<file path="src/sv/cis_pkg.sv">
`timescale 1ns / 1ps
`default_nettype none

package cis_pkg;

	// Characters that steer the field parser.
	localparam logic [7:0] CH_COMMA = 8'h2C;
	localparam logic [7:0] CH_SPACE = 8'h20;
	localparam logic [7:0] CH_PLUS  = 8'h2B;
	localparam logic [7:0] CH_MINUS = 8'h2D;
	localparam logic [7:0] CH_ZERO  = 8'h30;
	localparam logic [7:0] CH_NINE  = 8'h39;
	localparam logic [7:0] CH_TAB   = 8'h09;
	localparam logic [7:0] CH_CR    = 8'h0D;

	// Saturation limits of the digit accumulator and of a field value.
	localparam logic [16:0] ACC_CAP  = 17'd65536;
	localparam logic [16:0] POS_LIM  = 17'd32767;
	localparam logic [16:0] NEG_LIM  = 17'd32768;
	localparam logic signed [15:0] VAL_MAX = 16'sh7FFF;
	localparam logic signed [15:0] VAL_MIN = -16'sh8000;

	typedef enum logic [1:0] {
		PH_LEAD,
		PH_DIGITS,
		PH_SKIP
	} phase_t;

	typedef enum logic [3:0] {
		ST_RUN,
		ST_CLOSE,
		ST_FLUSH,
		ST_PREP,
		ST_PREP2,
		ST_MDIV,
		ST_VDIV,
		ST_SQRT,
		ST_OUT
	} state_t;

	// Commands from the controller to the datapath.
	typedef struct packed {
		logic byte_en;
		logic close_open;
		logic prep;
		logic prep2;
		logic take_mean;
		logic start_sqrt;
		logic clear;
	} cis_cmd_t;

	// Status from the datapath to the controller.
	typedef struct packed {
		logic div_done;
		logic sqrt_done;
	} cis_sts_t;

endpackage

`default_nettype wire

</file>
<file path="src/sv/csv_integer_stream_statistics_top.sv">
`timescale 1ns / 1ps
`default_nettype none

// Statistics over one text message of comma-separated integers.
// Input channel: one character per beat (message_byte) with last_byte marking
// the final character, under in_valid / in_stall. While a message streams in,
// a beat is taken every cycle. Fields are parsed as atoi does and clamped to
// 16-bit signed values.
// Output channel: one result beat per message under out_valid / out_stall,
// carrying count, minimum, maximum, mean and population standard deviation
// (both Q.8), and an overflow flag, from an output register.
// After the last byte the block stalls its input while it finishes, using the
// bit-serial divider (used twice) and the square root unit. The result beat
// is offered in the same cycle as that stall ends.
// The result is held until taken. A stalled result does not block the next
// message; only if that message finishes while the result still waits does
// the input stay stalled until the old result is taken.
// Reset clears the parser and statistics and leaves the block ready for
// input.

module csv_integer_stream_statistics_top #(
	parameter int MAX_FIELDS = 256
) (
	input  wire logic               clk,
	input  wire logic               arst_n,
	input  wire logic               in_valid,
	output logic                    in_stall,
	input  wire logic [7:0]         message_byte,
	input  wire logic               last_byte,
	output logic                    out_valid,
	input  wire logic               out_stall,
	output logic      [8:0]         field_total,
	output logic signed [15:0]      min_value,
	output logic signed [15:0]      max_value,
	output logic signed [23:0]      mean_q8,
	output logic      [22:0]        deviation_q8,
	output logic                    overflow_seen
);

	cis_pkg::cis_cmd_t cmd;
	cis_pkg::cis_sts_t sts;

	cis_ctrl u_ctrl (
		.clk       (clk),
		.arst_n    (arst_n),
		.in_valid  (in_valid),
		.last_byte (last_byte),
		.out_stall (out_stall),
		.sts       (sts),
		.in_stall  (in_stall),
		.out_valid (out_valid),
		.cmd       (cmd)
	);

	cis_dp #(
		.MAX_FIELDS (MAX_FIELDS)
	) u_dp (
		.clk           (clk),
		.arst_n        (arst_n),
		.cmd           (cmd),
		.sts           (sts),
		.message_byte  (message_byte),
		.field_total   (field_total),
		.min_value     (min_value),
		.max_value     (max_value),
		.mean_q8       (mean_q8),
		.deviation_q8  (deviation_q8),
		.overflow_seen (overflow_seen)
	);

endmodule

`default_nettype wire

</file>
<file path="src/sv/cis_div.sv">
`timescale 1ns / 1ps
`default_nettype none

module cis_div #(
	parameter int DVW = 64,
	parameter int NVW = 18
) (
	input  wire logic           clk,
	input  wire logic           arst_n,
	input  wire logic           start,
	input  wire logic [DVW-1:0] dividend,
	input  wire logic [NVW-1:0] divisor,
	output logic      [DVW-1:0] quot,
	output logic                done
);

	localparam int CNW = $clog2(DVW + 1);

	logic [DVW-1:0] qr_q;
	logic [NVW:0]   rem_q;
	logic [NVW-1:0] div_q;
	logic [CNW-1:0] cnt_q;
	logic           busy_q;
	logic           done_q;
	logic [NVW:0]   trial;
	logic           ge;
	logic [NVW:0]   rem_n;

	// One restoring step: shift in the next dividend bit, subtract if it fits.
	always_comb begin
		trial = {rem_q[NVW-1:0], qr_q[DVW-1]};
		ge    = trial >= {1'b0, div_q};
		rem_n = ge ? trial - {1'b0, div_q} : trial;
	end

	// Step counter and completion pulse.
	always_ff @(posedge clk or negedge arst_n) begin
		if (!arst_n) begin
			busy_q <= 1'b0;
			done_q <= 1'b0;
			cnt_q  <= '0;
		end else if (start) begin
			busy_q <= 1'b1;
			done_q <= 1'b0;
			cnt_q  <= '0;
		end else if (busy_q) begin
			cnt_q <= cnt_q + 1'b1;
			if (cnt_q == CNW'(DVW - 1)) begin
				busy_q <= 1'b0;
				done_q <= 1'b1;
			end
		end else begin
			done_q <= 1'b0;
		end
	end

	// Quotient and remainder registers.
	always_ff @(posedge clk) begin
		if (start) begin
			qr_q  <= dividend;
			rem_q <= '0;
			div_q <= divisor;
		end else if (busy_q) begin
			qr_q  <= {qr_q[DVW-2:0], ge};
			rem_q <= rem_n;
		end
	end

	assign quot = qr_q;
	assign done = done_q;

endmodule

`default_nettype wire

</file>
<file path="src/sv/cis_dp.sv">
`timescale 1ns / 1ps
`default_nettype none

module cis_dp #(
	parameter int MAX_FIELDS = 256
) (
	input  wire logic               clk,
	input  wire logic               arst_n,
	input  wire cis_pkg::cis_cmd_t  cmd,
	output cis_pkg::cis_sts_t       sts,
	input  wire logic [7:0]         message_byte,
	output logic      [8:0]         field_total,
	output logic signed [15:0]      min_value,
	output logic signed [15:0]      max_value,
	output logic signed [23:0]      mean_q8,
	output logic      [22:0]        deviation_q8,
	output logic                    overflow_seen
);

	localparam int CW  = $clog2(MAX_FIELDS + 1);
	localparam int SW  = 16 + CW;
	localparam int QW  = 30 + CW;
	localparam int PW  = CW + QW;
	localparam int XW  = 2 * SW;
	localparam int NVW = 2 * CW;
	localparam int DVW = PW + 16;
	localparam int RW  = DVW / 2;
	localparam int RCW = $clog2(RW + 1);

	// Field parser state.
	cis_pkg::phase_t ph_q, ph_n;
	logic [16:0]     acc_q, acc_n;
	logic            neg_q, neg_n;
	logic            push;
	logic            is_digit, is_ws, is_sign;
	logic [20:0]     acc_mul;
	logic [16:0]     acc_cap;
	logic signed [15:0] v_new;
	logic            sat_new;

	// Value stage between parser and statistics.
	logic               vld_s1;
	logic signed [15:0] v_s1;
	logic               sat_s1;

	// Statistics.
	logic [CW-1:0]      count_q;
	logic signed [SW-1:0] sum_q;
	logic [QW-1:0]      sumsq_q;
	logic signed [15:0] min_q, max_q;
	logic               flag_q;
	logic signed [31:0] vsq;

	// Final arithmetic.
	logic [SW-1:0]  mag_q;
	logic [PW-1:0]  prod_q;
	logic [NVW-1:0] n2_q;
	logic [XW-1:0]  sqv_q;
	logic [23:0]    mean_q;
	logic [XW-1:0]  prod_ext;
	logic [PW-1:0]  dvar;
	logic           div_start;
	logic [DVW-1:0] div_dividend;
	logic [NVW-1:0] div_divisor;
	logic [DVW-1:0] quot;
	logic           div_done;

	// Square root unit.
	logic [DVW-1:0] sx_q;
	logic [RW-1:0]  root_q;
	logic [RW+1:0]  srem_q;
	logic [RCW-1:0] scnt_q;
	logic           sbusy_q;
	logic           sdone_q;
	logic [RW+1:0]  s_trial;
	logic [RW+1:0]  s_sub;
	logic           s_ge;

	// Result register.
	logic [8:0]         total_q;
	logic signed [15:0] omin_q, omax_q;
	logic [23:0]        omean_q;
	logic [22:0]        odev_q;
	logic               oovf_q;

	// Character classes.
	always_comb begin
		is_digit = (message_byte >= cis_pkg::CH_ZERO) && (message_byte <= cis_pkg::CH_NINE);
		is_ws    = (message_byte == cis_pkg::CH_SPACE) ||
			((message_byte >= cis_pkg::CH_TAB) && (message_byte <= cis_pkg::CH_CR));
		is_sign  = (message_byte == cis_pkg::CH_PLUS) || (message_byte == cis_pkg::CH_MINUS);
		acc_mul  = 21'(acc_q) * 21'd10 + 21'(message_byte[3:0]);
		acc_cap  = (acc_mul > 21'(cis_pkg::ACC_CAP)) ? cis_pkg::ACC_CAP : acc_mul[16:0];
	end

	// Clamp the open field to a 16-bit value.
	always_comb begin
		sat_new = 1'b0;
		if (neg_q) begin
			if (acc_q > cis_pkg::NEG_LIM) begin
				v_new   = cis_pkg::VAL_MIN;
				sat_new = 1'b1;
			end else begin
				v_new = 16'(17'd0 - acc_q);
			end
		end else begin
			if (acc_q > cis_pkg::POS_LIM) begin
				v_new   = cis_pkg::VAL_MAX;
				sat_new = 1'b1;
			end else begin
				v_new = 16'(acc_q);
			end
		end
	end

	// Parser next state; a comma or a close command hands the field on.
	always_comb begin
		ph_n  = ph_q;
		acc_n = acc_q;
		neg_n = neg_q;
		push  = 1'b0;
		if (cmd.byte_en) begin
			if (message_byte == cis_pkg::CH_COMMA) begin
				push = 1'b1;
			end else begin
				case (ph_q)
					cis_pkg::PH_LEAD: begin
						if (is_ws) begin
							ph_n = cis_pkg::PH_LEAD;
						end else if (is_sign) begin
							neg_n = (message_byte == cis_pkg::CH_MINUS);
							ph_n  = cis_pkg::PH_DIGITS;
						end else if (is_digit) begin
							acc_n = acc_cap;
							ph_n  = cis_pkg::PH_DIGITS;
						end else begin
							ph_n = cis_pkg::PH_SKIP;
						end
					end
					cis_pkg::PH_DIGITS: begin
						if (is_digit) begin
							acc_n = acc_cap;
						end else begin
							ph_n = cis_pkg::PH_SKIP;
						end
					end
					default: ph_n = ph_q;
				endcase
			end
		end
		if (cmd.close_open) begin
			push = 1'b1;
		end
		if (push) begin
			ph_n  = cis_pkg::PH_LEAD;
			acc_n = '0;
			neg_n = 1'b0;
		end
	end

	always_ff @(posedge clk or negedge arst_n) begin
		if (!arst_n) begin
			ph_q   <= cis_pkg::PH_LEAD;
			acc_q  <= '0;
			neg_q  <= 1'b0;
			vld_s1 <= 1'b0;
		end else begin
			ph_q   <= ph_n;
			acc_q  <= acc_n;
			neg_q  <= neg_n;
			vld_s1 <= push;
		end
	end

	always_ff @(posedge clk) begin
		if (push) begin
			v_s1   <= v_new;
			sat_s1 <= sat_new;
		end
	end

	// Statistics update from the value stage.
	assign vsq = v_s1 * v_s1;

	always_ff @(posedge clk or negedge arst_n) begin
		if (!arst_n) begin
			count_q <= '0;
			sum_q   <= '0;
			sumsq_q <= '0;
			min_q   <= cis_pkg::VAL_MAX;
			max_q   <= cis_pkg::VAL_MIN;
			flag_q  <= 1'b0;
		end else if (cmd.clear) begin
			count_q <= '0;
			sum_q   <= '0;
			sumsq_q <= '0;
			min_q   <= cis_pkg::VAL_MAX;
			max_q   <= cis_pkg::VAL_MIN;
			flag_q  <= 1'b0;
		end else if (vld_s1) begin
			if (count_q >= CW'(MAX_FIELDS)) begin
				flag_q <= 1'b1;
			end else begin
				count_q <= count_q + 1'b1;
				sum_q   <= sum_q + {{(SW-16){v_s1[15]}}, v_s1};
				sumsq_q <= sumsq_q + {{(QW-32){1'b0}}, vsq};
				if (v_s1 < min_q) begin
					min_q <= v_s1;
				end
				if (v_s1 > max_q) begin
					max_q <= v_s1;
				end
				if (sat_s1) begin
					flag_q <= 1'b1;
				end
			end
			if (sat_s1) begin
				flag_q <= 1'b1;
			end
		end
	end

	// Operands for mean and variance.
	always_ff @(posedge clk) begin
		if (cmd.prep) begin
			mag_q  <= sum_q[SW-1] ? SW'(-sum_q) : SW'(sum_q);
			prod_q <= PW'(count_q) * PW'(sumsq_q);
			n2_q   <= NVW'(count_q) * NVW'(count_q);
		end
		if (cmd.prep2) begin
			sqv_q <= XW'(mag_q) * XW'(mag_q);
		end
		if (cmd.take_mean) begin
			mean_q <= sum_q[SW-1] ? 24'(24'd0 - quot[23:0]) : quot[23:0];
		end
	end

	// Divider operand selection: rounded mean first, then scaled variance.
	always_comb begin
		prod_ext  = XW'(prod_q);
		dvar      = (prod_ext >= sqv_q) ? PW'(prod_ext - sqv_q) : '0;
		div_start = cmd.prep2 | cmd.take_mean;
		if (cmd.take_mean) begin
			div_dividend = {dvar, 16'd0};
			div_divisor  = n2_q;
		end else begin
			div_dividend = DVW'({mag_q, 8'd0}) + DVW'(count_q >> 1);
			div_divisor  = NVW'(count_q);
		end
	end

	cis_div #(
		.DVW (DVW),
		.NVW (NVW)
	) u_div (
		.clk      (clk),
		.arst_n   (arst_n),
		.start    (div_start),
		.dividend (div_dividend),
		.divisor  (div_divisor),
		.quot     (quot),
		.done     (div_done)
	);

	// Digit-by-digit square root, two radicand bits per cycle.
	always_comb begin
		s_trial = {srem_q[RW-1:0], sx_q[DVW-1:DVW-2]};
		s_sub   = {root_q, 2'b01};
		s_ge    = s_trial >= s_sub;
	end

	always_ff @(posedge clk or negedge arst_n) begin
		if (!arst_n) begin
			sbusy_q <= 1'b0;
			sdone_q <= 1'b0;
			scnt_q  <= '0;
		end else if (cmd.start_sqrt) begin
			sbusy_q <= 1'b1;
			sdone_q <= 1'b0;
			scnt_q  <= '0;
		end else if (sbusy_q) begin
			scnt_q <= scnt_q + 1'b1;
			if (scnt_q == RCW'(RW - 1)) begin
				sbusy_q <= 1'b0;
				sdone_q <= 1'b1;
			end
		end else begin
			sdone_q <= 1'b0;
		end
	end

	always_ff @(posedge clk) begin
		if (cmd.start_sqrt) begin
			sx_q   <= quot;
			root_q <= '0;
			srem_q <= '0;
		end else if (sbusy_q) begin
			sx_q   <= {sx_q[DVW-3:0], 2'b00};
			srem_q <= s_ge ? s_trial - s_sub : s_trial;
			root_q <= {root_q[RW-2:0], s_ge};
		end
	end

	// The finished result moves to the output register as the statistics clear.
	always_ff @(posedge clk or negedge arst_n) begin
		if (!arst_n) begin
			total_q <= '0;
			omin_q  <= '0;
			omax_q  <= '0;
			omean_q <= '0;
			odev_q  <= '0;
			oovf_q  <= 1'b0;
		end else if (cmd.clear) begin
			total_q <= 9'(count_q);
			omin_q  <= min_q;
			omax_q  <= max_q;
			omean_q <= mean_q;
			odev_q  <= root_q[22:0];
			oovf_q  <= flag_q;
		end
	end

	assign sts.div_done  = div_done;
	assign sts.sqrt_done = sdone_q;

	assign field_total   = total_q;
	assign min_value     = omin_q;
	assign max_value     = omax_q;
	assign mean_q8       = omean_q;
	assign deviation_q8  = odev_q;
	assign overflow_seen = oovf_q;

	// The field count never passes its limit.
	a_count_limit: assert property (@(posedge clk) disable iff (!arst_n)
		count_q <= CW'(MAX_FIELDS))
		else $error("field count above limit");

	// Once a field is counted, the minimum does not exceed the maximum.
	a_min_max: assert property (@(posedge clk) disable iff (!arst_n)
		(count_q != '0) |-> (min_q <= max_q))
		else $error("minimum above maximum");

	// With no field counted, the sums are empty.
	a_empty_sums: assert property (@(posedge clk) disable iff (!arst_n)
		(count_q == '0) |-> ((sum_q == '0) && (sumsq_q == '0)))
		else $error("sums not empty without fields");

endmodule

`default_nettype wire

</file>
<file path="src/sv/cis_ctrl.sv">
`timescale 1ns / 1ps
`default_nettype none

module cis_ctrl (
	input  wire logic              clk,
	input  wire logic              arst_n,
	input  wire logic              in_valid,
	input  wire logic              last_byte,
	input  wire logic              out_stall,
	input  wire cis_pkg::cis_sts_t sts,
	output logic                   in_stall,
	output logic                   out_valid,
	output cis_pkg::cis_cmd_t      cmd
);

	cis_pkg::state_t state_q, state_n;
	logic            out_valid_q;
	logic            out_free;

	// The result register can take a new result when it is empty or being taken.
	assign out_free = !out_valid_q || !out_stall;

	always_ff @(posedge clk or negedge arst_n) begin
		if (!arst_n) begin
			state_q <= cis_pkg::ST_RUN;
		end else begin
			state_q <= state_n;
		end
	end

	// Result valid flag: set when a result is loaded, cleared when it is taken.
	always_ff @(posedge clk or negedge arst_n) begin
		if (!arst_n) begin
			out_valid_q <= 1'b0;
		end else if (cmd.clear) begin
			out_valid_q <= 1'b1;
		end else if (!out_stall) begin
			out_valid_q <= 1'b0;
		end
	end

	assign out_valid = out_valid_q;

	// Next state.
	always_comb begin
		state_n = state_q;
		case (state_q)
			cis_pkg::ST_RUN: begin
				if (in_valid && last_byte) begin
					state_n = cis_pkg::ST_CLOSE;
				end
			end
			cis_pkg::ST_CLOSE: state_n = cis_pkg::ST_FLUSH;
			cis_pkg::ST_FLUSH: state_n = cis_pkg::ST_PREP;
			cis_pkg::ST_PREP:  state_n = cis_pkg::ST_PREP2;
			cis_pkg::ST_PREP2: state_n = cis_pkg::ST_MDIV;
			cis_pkg::ST_MDIV: begin
				if (sts.div_done) begin
					state_n = cis_pkg::ST_VDIV;
				end
			end
			cis_pkg::ST_VDIV: begin
				if (sts.div_done) begin
					state_n = cis_pkg::ST_SQRT;
				end
			end
			cis_pkg::ST_SQRT: begin
				if (sts.sqrt_done) begin
					state_n = cis_pkg::ST_OUT;
				end
			end
			cis_pkg::ST_OUT: begin
				if (out_free) begin
					state_n = cis_pkg::ST_RUN;
				end
			end
			default: state_n = cis_pkg::ST_RUN;
		endcase
	end

	// Outputs and datapath commands.
	always_comb begin
		cmd      = '0;
		in_stall = 1'b1;
		case (state_q)
			cis_pkg::ST_RUN: begin
				in_stall    = 1'b0;
				cmd.byte_en = in_valid;
			end
			cis_pkg::ST_CLOSE: cmd.close_open = 1'b1;
			cis_pkg::ST_PREP:  cmd.prep = 1'b1;
			cis_pkg::ST_PREP2: cmd.prep2 = 1'b1;
			cis_pkg::ST_MDIV:  cmd.take_mean = sts.div_done;
			cis_pkg::ST_VDIV:  cmd.start_sqrt = sts.div_done;
			cis_pkg::ST_OUT:   cmd.clear = out_free;
			default: cmd = '0;
		endcase
	end

endmodule

`default_nettype wire
</file>
<file path="config.mk">
export PLATFORM = sky130hd
export DESIGN_NAME = csv_integer_stream_statistics_top
export DESIGN_NICKNAME = d
export VERILOG_FILES = /design/src/sv/cis_pkg.sv /design/src/sv/csv_integer_stream_statistics_top.sv /design/src/sv/cis_div.sv /design/src/sv/cis_dp.sv /design/src/sv/cis_ctrl.sv
export SDC_FILE = /design/constraint.sdc
export NUM_CORES = 2
export LEC_CHECK = 0
export ABC_AREA = 1
export ABC_CLOCK_PERIOD_IN_PS = 9470
export BUFFER_PORTS_ARGS = -buffer_cell sky130_fd_sc_hd__buf_2
export CAP_MARGIN = 20
export CORE_AREA = 2 2 379 381
export CTS_BUF_LIST = sky130_fd_sc_hd__clkbuf_4 sky130_fd_sc_hd__clkbuf_8 sky130_fd_sc_hd__clkbuf_16
export DETAILED_ROUTE_END_ITERATION = 6
export DIE_AREA = 0 0 381 383
export GPL_TIMING_DRIVEN = 0
export MAX_ROUTING_LAYER = met4
export PLACE_DENSITY = 0.81
export REMOVE_ABC_BUFFERS = 1
export SLEW_MARGIN = 20
export SYNTH_ARGS = -nofsm -noshare
export SYNTH_HDL_FRONTEND = slang
export SYNTH_HIERARCHICAL = 1
export SYNTH_SLANG_ARGS = --single-unit
</file>
<file path="constraint.sdc">
create_clock -name clk -period 9.47 [get_ports clk]
set_input_delay 0.947 -clock clk [delete_from_list [all_inputs] [get_ports clk]]
set_output_delay 0.947 -clock clk [all_outputs]
set_load 0.01 [all_outputs]
</file>
==> reports/summary.txt <==
CTS tree: built
Worst clock skew: 0.02834 ns
# rows: 139
Vias per cell: 5.419
Core Region: 0.1423 sq mm
Yosys top cell area share: 25.85%
Antenna violations before repair: 4
Setup repair after global routing missed its margin: no
Nets@finish: 11200
Initial Util: 54.59%
Post-route antenna net violation count: 0
Fraction of registers with async set or reset after synthesis: 36.84%
Hold WC Path Type: input port to async pin
Number of synthesis warnings: 6
Htree depth: 3
Slew @ Worst Pin: 1.179 ns
Yosys reg bits: 646
Rel. slew slack: 21.40%
First-pass GRT wire length: 323500 microns
Maxcap violations: 0
Layout cells sized above 1: 4.761%
GR Overflow Total: 0
Drt drc: 3
Fmax: 111.8 MHz
CP arrival: 9.51 ns
Worst-Skew Late Latency: 0.68 ns
CTS root buf: clkbuf_16
Detailed Place HPWL: 159400 microns
Setup TNS: 0 ns
CP Class: register to register
Final Setup Violations: 0
Filler cell count: 12410
Clock transition at path regs: 0.06 ns
Area leader, netlist: fa_1
Total GRT Usage: 28.01%
Finished layout cell area: 0.08320 sq mm
Post-route minimum period: 8.947 ns
Critical Path Fanout Max: 21
Vias: 62560
Largest net degree at the start of global routing: 97
CP Launch Type: register
Seq/Total Area, Yosys: 22.41%
Slowest library cell on the worst path: fa_1
P&R area growth vs syn: 7.127%
Status: complete, but fails checks
Die Y: 383 microns
Initial DRC Count: 5024
Placement Cell Area: 0.08062 sq mm
Routed WL per cell: 17.12 microns
Max incr delay on CP: 0.66 ns
Width of the chip: 381 microns
Avg Cell Area, Syn: 8.055 sq um
Slew Viols, Final: 0
Fin. Hold Viols: 0
Mapped Area: 0.07767 sq mm
Synth Flop Type: edfxtp_1
Crit. End Element: register
Synth top area cells: fa_1 (26%), edfxtp_1 (13%), nand2_1 (11%), inv_1 (11%), ha_1 (9.7%)
Die footprint: 0.1459 sq mm
Total CTS buffers: 70
Number of library cell types mapped by synthesis: 73
Cell with the most instances after synthesis: nand2_1
Post-Syn Instances: 9642
Vias in the first global route: 65380
DRT Pass-1 Iters: 7
Final Cycle Share: 94.48%
Clock sink count: 646
Critical Path RT: 10.03 ns
Utilization after layout: 58.48%
CTS max path bufs: 3
Violated checks: DRC
Io pins: 104
Final WL: 197700 microns
CTS Hold Bufs: 0
GPL Wtd Cong: 1.059
Post-synth EDFFs: 326
Port buffer count: 103
Most instantiated cells after synthesis: nand2_1 (2278), inv_1 (2239), fa_1 (1003), ha_1 (604), nor2_1 (516)
## final timing paths
check / from / endpoint / slack [ns] / depth (start not counted)
max: u_dp/v_s1[15]$_DFFE_PN_ / u_dp/sumsq_q[37]$_DFFE_PN0P_ / 0.52 / 31
min: arst_n / u_dp/deviation_q8[2]$_DFFE_PN0P_ / 0.25 / 1
max reg2reg: u_dp/v_s1[15]$_DFFE_PN_ / u_dp/sumsq_q[37]$_DFFE_PN0P_ / 0.52 / 31
min reg2reg: u_dp/mean_q[11]$_DFFE_PP_ / u_dp/mean_q8[11]$_DFFE_PN0P_ / 0.45 / 2
max in group asynchronous: arst_n / u_dp/max_q[15]$_DFFE_PN1P_ / 7.89 / 3
min in group clk: u_dp/mean_q[11]$_DFFE_PP_ / u_dp/mean_q8[11]$_DFFE_PN0P_ / 0.45 / 2
## per-layer routing
| layer | part of all wire, % | vias to the layer above | wire length [microns] | GRT usage (%) |
|---|---|---|---|---|
| li1 | - | 29450 | - | - |
| met3 | 6.4 | 537 | 12720 | 3.347 |
| met2 | 49 | 2306 | 96660 | 47.09 |
| met5 | 0 | - | 0 | - |
| met1 | 40 | 30260 | 79570 | 34.34 |
| met4 | 4.4 | 0 | 8734 | 11.69 |
## critical path: cells and delay by family (launching register included)
| kind | cells | cell delay, ns |
|---|---|---|
| buffers and inverters | 7 | 0.97 |
| AO/OA/AOI/OAI | 4 | 0.51 |
| flip-flops | 1 | 0.65 |
| XOR/XNOR | 1 | 0.18 |
| AND/OR/NAND/NOR | 11 | 2.42 |
| adder cells (fa/ha/maj) | 8 | 4.09 |
## through the flow
| stage | hold WS, ns | worst slack (ns) | instances |
|---|---|---|---|
| after floorplan | 0.4255 | 0.5350 | 9326 |
| after global placement | 0.4328 | -4.763 | 11330 |
| after detailed placement | 0.4355 | 0.4250 | 11400 |
| after CTS | 0.2359 | 0.4347 | 11530 |
| after global routing | 0.2842 | 0.03913 | 11550 |
| final | 0.2475 | 0.5232 | 11550 |
## flip-flops by register name (all words and copies together) (netlist names), 16 cells and up
| name | flops |
|---|---|
| u_dp/sx_q | 64 |
| u_dp/u_div/quot | 64 |
| u_dp/sqv_q | 49 |
| u_dp/prod_q | 48 |
| u_dp/sumsq_q | 39 |
| u_dp/root_q | 32 |
| u_dp/srem_q | 32 |
| u_dp/mag_q | 25 |
| u_dp/sum_q | 25 |
| u_dp/mean_q8 | 24 |
| u_dp/mean_q | 24 |
| u_dp/deviation_q8 | 23 |
| u_dp/u_div/div_q | 18 |
| u_dp/u_div/rem_q | 18 |
| u_dp/acc_q | 17 |
| u_dp/n2_q | 17 |
| u_dp/max_q | 16 |
| u_dp/max_value | 16 |
| u_dp/min_q | 16 |
| u_dp/min_value | 16 |
| u_dp/v_s1 | 16 |
## cells in the final DEF, fill, tap and decap left out, drive strengths merged, types with 21 or more instances in the layout
cell,instances
a21o,26
a21oi,484
a31oi,77
buf,184
clkbuf,96
clkinv,23
dfrtp,222
dfxtp,82
edfxtp,326
fa,1003
ha,604
inv,2258
nand2,2304
nand3,223
nand4,51
nor2,527
nor3,77
nor4,29
o21a,23
o21ai,460
o22ai,51
or2,21
xnor2,108
xor2,191
## cells by family after synthesis
group | synth area share [%]
DFF | 22.41
adders and majority gates | 35.58
AOI/OAI and AO/OA | 9.060
xor gates and xnor gates | 3.372
buffers and inverters | 12.53
and+or+nand+nor | 17.05
## layout make-up
| type | instances | area (sq um) | share of cell area, % |
|---|---|---|---|
| diodes | 2 | 5.005 | 0.006015 |
| clock buffers | 96 | 2024 | 2.433 |
| clock inverters | 34 | 367.9 | 0.4421 |
| inverters | 2258 | 8494 | 10.21 |
| multi-input cells | 6422 | 50600 | 60.82 |
| flip-flops and latches | 646 | 17420 | 20.94 |
| well taps | 1903 | 2381 | 2.862 |
| repair buffers | 184 | 1908 | 2.293 |
## timing repair
| item | CTS | global route |
|---|---|---|
| setup buffers | 0 | 2 |
| resized for setup | 0 | 1 |
| setup endpoints to repair | 0 | 3 |
Power is not shown: default switching activity piles up to over one toggle a cycle in this logic, so the estimate is an artifact.
